`config.mk`:
```
export PLATFORM = sky130hd
export DESIGN_NAME = chs_regs
export DESIGN_NICKNAME = d
export VERILOG_FILES = /design/src/rtl/core/chs_pkg.sv /design/src/rtl/core/chs_regs.sv
export SDC_FILE = /design/constraint.sdc
export NUM_CORES = 1
export LEC_CHECK = 0
export ABC_AREA = 1
export BUFFER_PORTS_ARGS = -buffer_cell sky130_fd_sc_hd__clkbuf_2
export CORE_UTILIZATION = 28
export DETAILED_ROUTE_END_ITERATION = 7
export HOLD_SLACK_MARGIN = 0.12
export PLACE_DENSITY = 0.65
export SLEW_MARGIN = 20
export SYNTH_ARGS = -nofsm -noshare
export SYNTH_HDL_FRONTEND = slang
export SYNTH_SLANG_ARGS = --single-unit
export TNS_END_PERCENT = 20
```
`constraint.sdc`:
```
create_clock -name clk -period 3.5 [get_ports clk]
set_clock_uncertainty 0.15 [all_clocks]
set_input_delay 0.875 -clock clk [delete_from_list [all_inputs] [get_ports clk]]
set_output_delay 0.875 -clock clk [all_outputs]
set_load 0.03 [all_outputs]
```
`src/rtl/core/chs_pkg.sv`:
```
// ----------------------------------------------------------------------------
// chs_pkg
// Shared types and constants of the two-table cuckoo hash set.
// ----------------------------------------------------------------------------
package chs_pkg;

    localparam int TABLE_DEPTH = 16384;
    localparam int IDX_W       = $clog2(TABLE_DEPTH);
    localparam int KEY_CHARS   = 8;
    localparam int KEY_W       = 64;
    localparam int LEN_W       = 4;
    localparam int MOD_W       = 15;
    localparam int KICK_W      = 10;
    localparam int CNT_W       = 16;
    localparam int MUL_W       = 6;
    localparam int ACC_W       = 20;
    localparam int STEP_N      = 8;
    localparam int STEP_W      = $clog2(STEP_N);

    localparam logic [MUL_W-1:0]  MUL_ONE    = 6'd37;
    localparam logic [MUL_W-1:0]  MUL_TWO    = 6'd41;
    localparam logic [MOD_W-1:0]  MOD_RESET  = 15'd10007;
    localparam logic [KICK_W-1:0] KICK_RESET = 10'd500;
    localparam logic [MOD_W-1:0]  MOD_MIN    = 15'd2;
    localparam logic [MOD_W-1:0]  MOD_MAX    = MOD_W'(TABLE_DEPTH);
    localparam logic [LEN_W-1:0]  LEN_MAX    = LEN_W'(KEY_CHARS);

    localparam logic [1:0] FUNC_INSERT = 2'd0;
    localparam logic [1:0] FUNC_LOOKUP = 2'd1;
    localparam logic [1:0] FUNC_REMOVE = 2'd2;

    localparam logic [1:0] ST_INSERTED = 2'd0;
    localparam logic [1:0] ST_PRESENT  = 2'd1;
    localparam logic [1:0] ST_ABSENT   = 2'd2;
    localparam logic [1:0] ST_FULL     = 2'd3;

    localparam logic REG_MODULUS = 1'b0;
    localparam logic REG_KICK    = 1'b1;

    typedef struct packed {
        logic             valid;
        logic [LEN_W-1:0] len;
        logic [KEY_W-1:0] key;
    } entry_t;

    typedef struct packed {
        logic             we;
        logic [IDX_W-1:0] addr;
        entry_t           wdata;
    } tbl_req_t;

    typedef struct packed {
        logic             start;
        logic             second;
        logic [KEY_W-1:0] key;
        logic [LEN_W-1:0] len;
    } hash_req_t;

    typedef struct packed {
        logic [MOD_W-1:0]  modulus;
        logic [KICK_W-1:0] kick_limit;
    } cfg_t;

endpackage

```
`src/rtl/core/chs_regs.sv`:
```
// ----------------------------------------------------------------------------
// chs_regs
// APB configuration registers: table modulus and kick limit.
// ----------------------------------------------------------------------------
module chs_regs
(
    input  logic          clk,
    input  logic          rst_n,
    input  logic          psel,
    input  logic          penable,
    input  logic          pwrite,
    input  logic [2:0]    paddr,
    input  logic [31:0]   pwdata,
    output logic [31:0]   prdata,
    output logic          pready,
    output chs_pkg::cfg_t cfg
);

    logic [chs_pkg::MOD_W-1:0]  modulus_reg;
    logic [chs_pkg::KICK_W-1:0] kick_reg;
    logic                       wr_en;

    assign wr_en  = psel && penable && pwrite;
    assign pready = 1'b1;

    always_ff @(posedge clk or negedge rst_n)
    begin
        if (!rst_n)
        begin
            modulus_reg <= chs_pkg::MOD_RESET;
            kick_reg    <= chs_pkg::KICK_RESET;
        end
        else if (wr_en)
        begin
            if (paddr[2] == chs_pkg::REG_MODULUS)
                modulus_reg <= pwdata[chs_pkg::MOD_W-1:0];
            else
                kick_reg <= pwdata[chs_pkg::KICK_W-1:0];
        end
    end

    always_comb
    begin
        if (paddr[2] == chs_pkg::REG_MODULUS)
            prdata = 32'(modulus_reg);
        else
            prdata = 32'(kick_reg);
    end

    assign cfg.modulus    = modulus_reg;
    assign cfg.kick_limit = kick_reg;

endmodule

```
==> results.cfg <==
[cts]
clock_tree_from_tritoncts = built
clk-insertion-delay-late_ps = 260
tritoncts.num_buffers = 3
cts-htree-levels = 1
post_cts_setup_buffers = 0
root_buf_cell = clkbuf_8
hold_buffers = 0
post_cts_resized = 0
clock_tree.buffer_depth = 2
clock_sinks = 25
path_clk_slew_ps = 90

[grt]
grt_pass1_wl_um = 4860
first_global_vias = 994
grtUsageTotal_pct = 12.3
grt_max_degree = 27
overflow = 0
antenna_violations_before_repair = 0

[cells_and_area]
largest_register_ff_count = 15
design_area_um2 = 1680
antenna_cells_inserted = 0
final_cells = 297
fillerInstances = 541
final_nets = 271
post_route_cells_drive_above_1_share_pct = 37.8
syn2layout_area_growth_pct = 21.2

[sta]
report.final.hold_viol_count = 0
count_of_endpoints_failing_setup_in_the_final_report = 0
worstMarginPinSlew_ps = 659
post-route-period-util_pct = 76.9
report.final.slew_viol_count = 0
timing.max_slew.rel_slack_pct = 56.1
setup_total_negative_slack_ps = 0
worst_slack_ps = 810
rsz0062_at_grt = false
timing.fmax_ghz = 0.372
period_minus_slack_ps = 2690

[route]
avgRoutedWirePerCell_um = 11.0
route.antenna.remaining_nets = 0
pre_repair_dr_iteration_count = 4
routed-via-count = 1242
detail_route.wirelength_um = 3260
drc = 0
viasPerCell = 4.18
dr.first_iter.drc_count = 63

[placed_design]
dpl_cell_area_um2 = 1640
place.gp.congestion = 0.666
placed_instances = 293
dp_worst_setup_slack_ps = 788
detailed_place_hpwl_um = 2220
io_buffer_count = 60

[power]
power.leakage_nw = 0.979
worst_vdd_drop_uv = 174
powerDensity_nw_per_um2 = 579

[floorplan]
boundaryPins = 98
placementRows = 25
initial_standard_cell_utilization_of_the_core_pct = 29.2
core_um2 = 4750
die-width_um = 72.4
design.die.area_um2 = 5250
die_height_um = 72.4

[setup_path]
worst-r2r-cell-count = 2
cp_data_arrival_time_ps = 1660
crit_path_cell_trace = clkbuf_2 -> inv_2 -> nand2_1 -> nand2_1 -> clkbuf_2
critPathKind = input pin to primary output
endpoint_kind = primary output
flop2flop_setup_slack_ps = 2620
reg2reg_to = modulus_reg[10]
critical_path_buf_inv_count = 3
regToRegStartpoint = modulus_reg[10]
gate_family_responsible_for_the_most_delay_along_the_worst_path = buffers and inverters
cp-start-kind = input pin
path_depth = 5
cp_max_fo = 22
crit_path_start = paddr[2]
setup_crit_end = prdata[1]
worst_ep_required_time_ps = 2470
max_stage_delay_ps = 320
critical-path-slowest-cell = inv_2

[yosys]
yosys_warnings = 0
synth.cell_area_um2 = 1390
synth_largest_area_cell = dfstp_2
yosys.cell_types.count = 17
synth_cells = 174
yosys-top-cells-area = dfstp_2 (26%), nand2_1 (22%), dfrtp_1 (20%), buf_4 (9.7%), nand3_1 (8.6%)
ys_ff_latch = 25
synth_seq_area_share_pct = 46.3
yosysTopAreaCellShare_pct = 26.5
synth_area_per_cell_um2 = 7.98

[job]
cap_violations = 0

[run_status]
run_status = complete, no violations

[worst_hold_path]
hold_class = flop to flop
synthesized netlist by cell type:
library cell  instances
nand2_1              80
nand3_1              24
buf_2                 1
conb_1                2
buf_4                18
nand4_2               1
inv_1                 5
inv_2                 2
nor2_4                1
nand3_2               1
nand4_4               1
dfstp_2              14
nor2_1                5
clkbuf_1              1
buf_6                 6
dfrtp_1              11
nand2_2               1
worst register-to-register path: stages (launching register included):
cell	delay, ps
dfstp_2	560
nand2_1	60
nand2_1	70
placed cells by master, fill, tap and decap left out, drive strengths merged:
cell type  netlist  final
nand2           81     81
clkinv           0      1
nand4            2      2
nor2             6      6
dfrtp           11     11
conb             2     18
buf             25      2
dfstp           14     14
clkbuf           1     63
inv              7      7
nand3           25     25
report_power, final:
group	internal [W]	switching (W)
registers	0.000366	0.0000422
clock network	0.0000797	0.0000970
logic	0.0000973	0.000292
how the worst min path moves through the flow:
stage	startpoint	to	slack, ps	cells past startpoint
after floorplan	modulus_reg[13]	modulus_reg[13]	380	2
after global placement	kick_reg[6]	kick_reg[6]	310	2
after detailed placement	modulus_reg[0]	modulus_reg[0]	310	2
after CTS	kick_reg[5]	kick_reg[5]	330	2
after global routing	kick_reg[5]	kick_reg[5]	340	2
final	kick_reg[2]	kick_reg[2]	320	2
metrics by stage:
step	utilization, %	power (W)	hold WS (ps)
after floorplan	-	0.000708	377
after CTS	35.4	0.000986	330
after global placement	34.4	0.000801	309
final	35.4	0.000974	325
after global routing	35.4	0.00103	339
after detailed placement	34.4	0.000807	313
layer usage:
| metal | GRT usage (%) | wire length, µm | up-vias |
|---|---|---|---|
| met5 | 0 | 0 | - |
| met2 | 19.4 | 1570 | 53 |
| met4 | 3.27 | 8 | 0 |
| met1 | 16.8 | 1440 | 571 |
| met3 | 2.92 | 239 | 2 |
| li1 | - | - | 616 |
kinds of logic (layout without fill, tap and decap cells):
family / count (synthesis) / in the layout / share of synthesized area [%]
AND/OR/NAND/NOR: 114 / 114 / 36.0
buffers and inverters: 33 / 73 / 17.1
flip-flops: 25 / 25 / 46.3
other: 2 / 18 / 0.541
final cells by class:
| type | instances | area (µm²) | share of cell area (%) |
|---|---|---|---|
| sequential | 25 | 643 | 38.2 |
| multi-input combinational | 132 | 568 | 33.8 |
| timing repair buffer | 62 | 315 | 18.7 |
| tap | 67 | 83.8 | 4.98 |
| clock buffer | 3 | 41.3 | 2.45 |
| inverter | 7 | 26.3 | 1.56 |
| clock inverter | 1 | 5.00 | 0.297 |
Power figures use the tool's default switching activity.
