<file path="config.mk">
export PLATFORM = sky130hd
export DESIGN_NAME = chs_hash
export DESIGN_NICKNAME = d
export VERILOG_FILES = /design/src/rtl/core/chs_pkg.sv /design/src/rtl/core/chs_hash.sv
export SDC_FILE = /design/constraint.sdc
export NUM_CORES = 1
export LEC_CHECK = 0
export ABC_AREA = 0
export BUFFER_PORTS_ARGS = -buffer_cell sky130_fd_sc_hd__buf_4
export CORE_AREA = 5 5 182 114
export CTS_CLUSTER_DIAMETER = 150
export CTS_CLUSTER_SIZE = 30
export DETAILED_ROUTE_END_ITERATION = 7
export DIE_AREA = 0 0 187 119
export GPL_ROUTABILITY_DRIVEN = 0
export PLACE_DENSITY_LB_ADDON = 0.12
export SLEW_MARGIN = 10
export SYNTH_ARGS = -nofsm -noshare
export SYNTH_HDL_FRONTEND = slang
export SYNTH_SLANG_ARGS = --single-unit
</file>
<file path="constraint.sdc">
create_clock -name clk -period 11.25 [get_ports clk]
set_input_delay 1.6875 -clock clk [delete_from_list [all_inputs] [get_ports clk]]
set_output_delay 1.6875 -clock clk [all_outputs]
set_load 0.03 [all_outputs]
</file>
<file path="src/rtl/core/chs_pkg.sv">
// ----------------------------------------------------------------------------
// chs_pkg
// Shared types and constants of the two-table cuckoo hash set.
// ----------------------------------------------------------------------------
package chs_pkg;

    localparam int TABLE_DEPTH = 16384;
    localparam int IDX_W       = $clog2(TABLE_DEPTH);
    localparam int KEY_CHARS   = 8;
    localparam int KEY_W       = 64;
    localparam int LEN_W       = 4;
    localparam int MOD_W       = 15;
    localparam int KICK_W      = 10;
    localparam int CNT_W       = 16;
    localparam int MUL_W       = 6;
    localparam int ACC_W       = 20;
    localparam int STEP_N      = 8;
    localparam int STEP_W      = $clog2(STEP_N);

    localparam logic [MUL_W-1:0]  MUL_ONE    = 6'd37;
    localparam logic [MUL_W-1:0]  MUL_TWO    = 6'd41;
    localparam logic [MOD_W-1:0]  MOD_RESET  = 15'd10007;
    localparam logic [KICK_W-1:0] KICK_RESET = 10'd500;
    localparam logic [MOD_W-1:0]  MOD_MIN    = 15'd2;
    localparam logic [MOD_W-1:0]  MOD_MAX    = MOD_W'(TABLE_DEPTH);
    localparam logic [LEN_W-1:0]  LEN_MAX    = LEN_W'(KEY_CHARS);

    localparam logic [1:0] FUNC_INSERT = 2'd0;
    localparam logic [1:0] FUNC_LOOKUP = 2'd1;
    localparam logic [1:0] FUNC_REMOVE = 2'd2;

    localparam logic [1:0] ST_INSERTED = 2'd0;
    localparam logic [1:0] ST_PRESENT  = 2'd1;
    localparam logic [1:0] ST_ABSENT   = 2'd2;
    localparam logic [1:0] ST_FULL     = 2'd3;

    localparam logic REG_MODULUS = 1'b0;
    localparam logic REG_KICK    = 1'b1;

    typedef struct packed {
        logic             valid;
        logic [LEN_W-1:0] len;
        logic [KEY_W-1:0] key;
    } entry_t;

    typedef struct packed {
        logic             we;
        logic [IDX_W-1:0] addr;
        entry_t           wdata;
    } tbl_req_t;

    typedef struct packed {
        logic             start;
        logic             second;
        logic [KEY_W-1:0] key;
        logic [LEN_W-1:0] len;
    } hash_req_t;

    typedef struct packed {
        logic [MOD_W-1:0]  modulus;
        logic [KICK_W-1:0] kick_limit;
    } cfg_t;

endpackage

</file>
<file path="src/rtl/core/chs_hash.sv">
// ----------------------------------------------------------------------------
// chs_hash
// Shared polynomial hash unit: one multiply-add per byte, then eight
// compare-and-subtract steps reduce the sum modulo the configured modulus.
// ----------------------------------------------------------------------------
module chs_hash
(
    input  logic                        clk,
    input  logic                        rst_n,
    input  chs_pkg::hash_req_t          req,
    input  logic [chs_pkg::MOD_W-1:0]   modulus,
    output logic                        done,
    output logic [chs_pkg::IDX_W-1:0]   hash
);

    logic                              busy_reg;
    logic                              reduce_reg;
    logic                              done_reg;
    logic [chs_pkg::STEP_W-1:0]        step_reg;
    logic [2:0]                        byte_reg;
    logic [chs_pkg::ACC_W-1:0]         acc_reg;
    logic [chs_pkg::IDX_W-1:0]         hash_reg;
    logic [chs_pkg::KEY_W-1:0]         key_reg;
    logic [chs_pkg::LEN_W-1:0]         len_reg;
    logic [chs_pkg::MUL_W-1:0]         mul_reg;

    logic [7:0]                        byte_val;
    logic [chs_pkg::ACC_W-1:0]         mac;
    logic [chs_pkg::ACC_W+1:0]         div_val;
    logic                              acc_ge;
    logic [chs_pkg::ACC_W-1:0]         acc_red;
    logic                              last_byte;

    assign byte_val  = key_reg[{byte_reg, 3'b000} +: 8];
    assign mac       = chs_pkg::ACC_W'(hash_reg) * chs_pkg::ACC_W'(mul_reg)
                       + chs_pkg::ACC_W'(byte_val);
    assign div_val   = (chs_pkg::ACC_W+2)'(modulus) << step_reg;
    assign acc_ge    = {2'b00, acc_reg} >= div_val;
    assign acc_red   = acc_ge ? acc_reg - div_val[chs_pkg::ACC_W-1:0] : acc_reg;
    assign last_byte = ({1'b0, byte_reg} + 4'd1) == len_reg;

    always_ff @(posedge clk or negedge rst_n)
    begin
        if (!rst_n)
        begin
            busy_reg   <= 1'b0;
            reduce_reg <= 1'b0;
            done_reg   <= 1'b0;
        end
        else
        begin
            done_reg <= 1'b0;
            if (!busy_reg)
            begin
                if (req.start)
                begin
                    reduce_reg <= 1'b0;
                    if (req.len == '0)
                        done_reg <= 1'b1;
                    else
                        busy_reg <= 1'b1;
                end
            end
            else if (!reduce_reg)
            begin
                reduce_reg <= 1'b1;
            end
            else if (step_reg == '0)
            begin
                reduce_reg <= 1'b0;
                if (last_byte)
                begin
                    busy_reg <= 1'b0;
                    done_reg <= 1'b1;
                end
            end
        end
    end

    always_ff @(posedge clk)
    begin
        if (!busy_reg)
        begin
            if (req.start)
            begin
                key_reg  <= req.key;
                len_reg  <= req.len;
                mul_reg  <= req.second ? chs_pkg::MUL_TWO : chs_pkg::MUL_ONE;
                hash_reg <= '0;
                byte_reg <= '0;
            end
        end
        else if (!reduce_reg)
        begin
            acc_reg  <= mac;
            step_reg <= chs_pkg::STEP_W'(chs_pkg::STEP_N - 1);
        end
        else
        begin
            acc_reg  <= acc_red;
            step_reg <= step_reg - 1'b1;
            if (step_reg == '0)
            begin
                hash_reg <= acc_red[chs_pkg::IDX_W-1:0];
                byte_reg <= byte_reg + 1'b1;
            end
        end
    end

    assign done = done_reg;
    assign hash = hash_reg;

endmodule

</file>
==> metrics.cfg <==
[outcome]
status=finished clean

[global_route]
grt_use_met3=0.0485
grt_use_total=0.181
gr-usage-met1=0.277
grt_pass1_vias=6139
antenna_found_initial=0
use_met2=0.255
grt_pass1_wl_um=32300
grt-ovfl-total=0
grt_max_degree=71
top_usage_layer=met1

[die]
dieWidth_um=187
initial_core_util=0.442
rows=39
die_h_um=119
io_pins=102
design.core.area_um2=18700
die_area_um2=22300

[cts]
numCtsBuffers=17
root_buffer=clkbuf_16
htree_levels=4
cts_setup_buffers=0
clock_path_buffers=2
postCtsHoldBufs=0
clk_pin_slew_ns=0.06
ctsResizeCount=0
cts_tree=yes
clk-insertion-delay-late_ns=0.42
cts.sink_count=113

[timing]
fin_crit_sh=0.453
hold_viol_final=0
fin_worst_skew_ns=0.00946
fmax_mhz=196
min_period_ns=5.10
setup_tns_ns=0
setup_viol=0
rsz0062_at_grt=no
finalMaxSlewViolations=0
tightest_slew_ns=1.07
relSlewSlack=0.277

[detailed_routing]
vias=6059
route.detailed.wl_per_inst_um=18.4
dr.pass1.iters=5
drc_errors=0
routed_wirelength_um=19600
first_iter_violations=467
viasPerCell=5.69
ant_nets=0

[synthesis]
syn_nets=910
synth_area_leaders=edfxtp_1 (40%), ha_1 (13%), fa_1 (6.8%), mux4_2 (6.0%), mux2i_1 (3.0%)
ys_seq_area_frac=0.408
synth_top_area_cell=edfxtp_1
ys.flop_type=edfxtp_1
synth-seq-cells=113
synth_commonest_cells=edfxtp_1 (110), ha_1 (88), nand2_1 (44)
synth_top_area_frac=0.399
synthDistinctLibCells=63
syn_area_um2=8270
async_flop_share=0.0265
synth_edf_count=110
yosys_warnings=0
syn_avg_cell_area_um2=11.7
synth.most_common_cell=edfxtp_1
synthCells=707

[final_layout]
area_delta_synth_final_pct=19.1
drive_above_1_share=0.212
finalNetCount=1009
largest_reg_flops=64
diodes=0
fillers=1667

[place]
io_buffer_count=101
place_hpwl_um=15600

[worst_setup_path]
critPathLaunch=mul_reg[3]
path_class=reg -> reg
end_kind=flop
crit-reg2reg-launch=mul_reg[3]
cp_max_fo=14
critPathArrivalTime_ns=5.25
critPathLaunchType=flop
reg2regPathDepth=15
critPathRequiredTime_ns=11.40

[worst_hold_path]
min_path_cells=3
holdCritStartpoint=len_reg[2]
min_path_type=reg -> reg

[job]
maxCapViolations=0

-- critical path, stage by stage, from the launching register on --
cell and delay [ns]:
edfxtp_1 0.58, and2_1 0.23, ha_1 0.27, inv_1 0.05, fa_1 0.54, inv_1 0.06, fa_1 0.53, inv_1 0.05
fa_1 0.53, inv_1 0.04, ha_1 0.23, o41ai_1 0.96, o221a_2 0.37, a21oi_1 0.08, xnor2_1 0.18, o32ai_1 0.11
-- cell type report --
type                       instances  area (µm²)  area share
clock buffer                      18         429      0.0435
multi-input combinational        532        4650       0.472
inverter                          37         139      0.0141
timing repair buffer             105         788      0.0800
clock inverter                    14         166      0.0169
tap                              246         308      0.0312
sequential                       113        3380       0.343
-- layout by cell type, fill, tap and decap left out, types with 5 or more instances in the layout --
master,netlist,routed
nand3_1,21,21
nor2b_1,6,6
inv_1,35,34
nand2_1,44,44
o21ai_0,25,25
ha_1,88,88
a31oi_1,15,15
mux2_2,6,6
fa_1,28,28
a21oi_1,42,42
o21a_1,12,12
inv_6,0,7
a21o_1,10,10
or3_1,6,6
clkbuf_16,0,17
xor2_1,13,13
buf_4,0,105
and2_1,30,30
edfxtp_1,110,110
nor2_1,37,37
o22ai_1,5,5
mux4_2,22,22
nor3_1,18,18
o31ai_1,5,5
xnor2_1,21,21
mux2i_1,25,25
-- metal layers --
layer / wire length (µm) / vias to the layer above / share of wire
met5: 0 / - / 0
met4: 187 / 0 / 0.0095
met3: 1370 / 23 / 0.070
met2: 8140 / 192 / 0.42
met1: 9890 / 2966 / 0.50
li1: - / 2878 / -
-- cells by family (layout without fill, tap and decap cells) --
group / after synthesis / in the layout / synth area share
adder cells (fa/ha/maj): 116 / 116 / 0.201
AO/OA/AOI/OAI: 152 / 152 / 0.122
XOR/XNOR: 34 / 34 / 0.0360
buffers and inverters: 62 / 174 / 0.0298
multiplexers: 53 / 53 / 0.0983
AND/OR/NAND/NOR: 177 / 177 / 0.105
flip-flops: 113 / 113 / 0.408
-- worst paths after layout --
check                              end  slack [ns]
max                        acc_reg[16]        6.15
min                           busy_reg        0.70
max reg2reg                acc_reg[16]        6.15
min reg2reg                   busy_reg        0.70
max in group asynchronous   reduce_reg       10.12
min in group asynchronous     busy_reg        1.04
-- through the flow --
stage | instances | utilization | worst slack, ns | instance area [µm²] | hold WS, ns
2_1_floorplan | 707 | - | 6.64 | 8270 | 0.619
3_3_place_gp | 1033 | 0.494 | 6.11 | 9260 | 0.686
3_5_place_dp | 1033 | 0.494 | 6.06 | 9260 | 0.696
4_1_cts | 1065 | 0.526 | 6.19 | 9860 | 0.705
5_1_grt | 1065 | 0.526 | 5.83 | 9860 | 0.759
6_report | 1065 | 0.526 | 6.15 | 9860 | 0.696
Power is not shown: default switching activity piles up to over one toggle a cycle in this logic, so the estimate is an artifact.
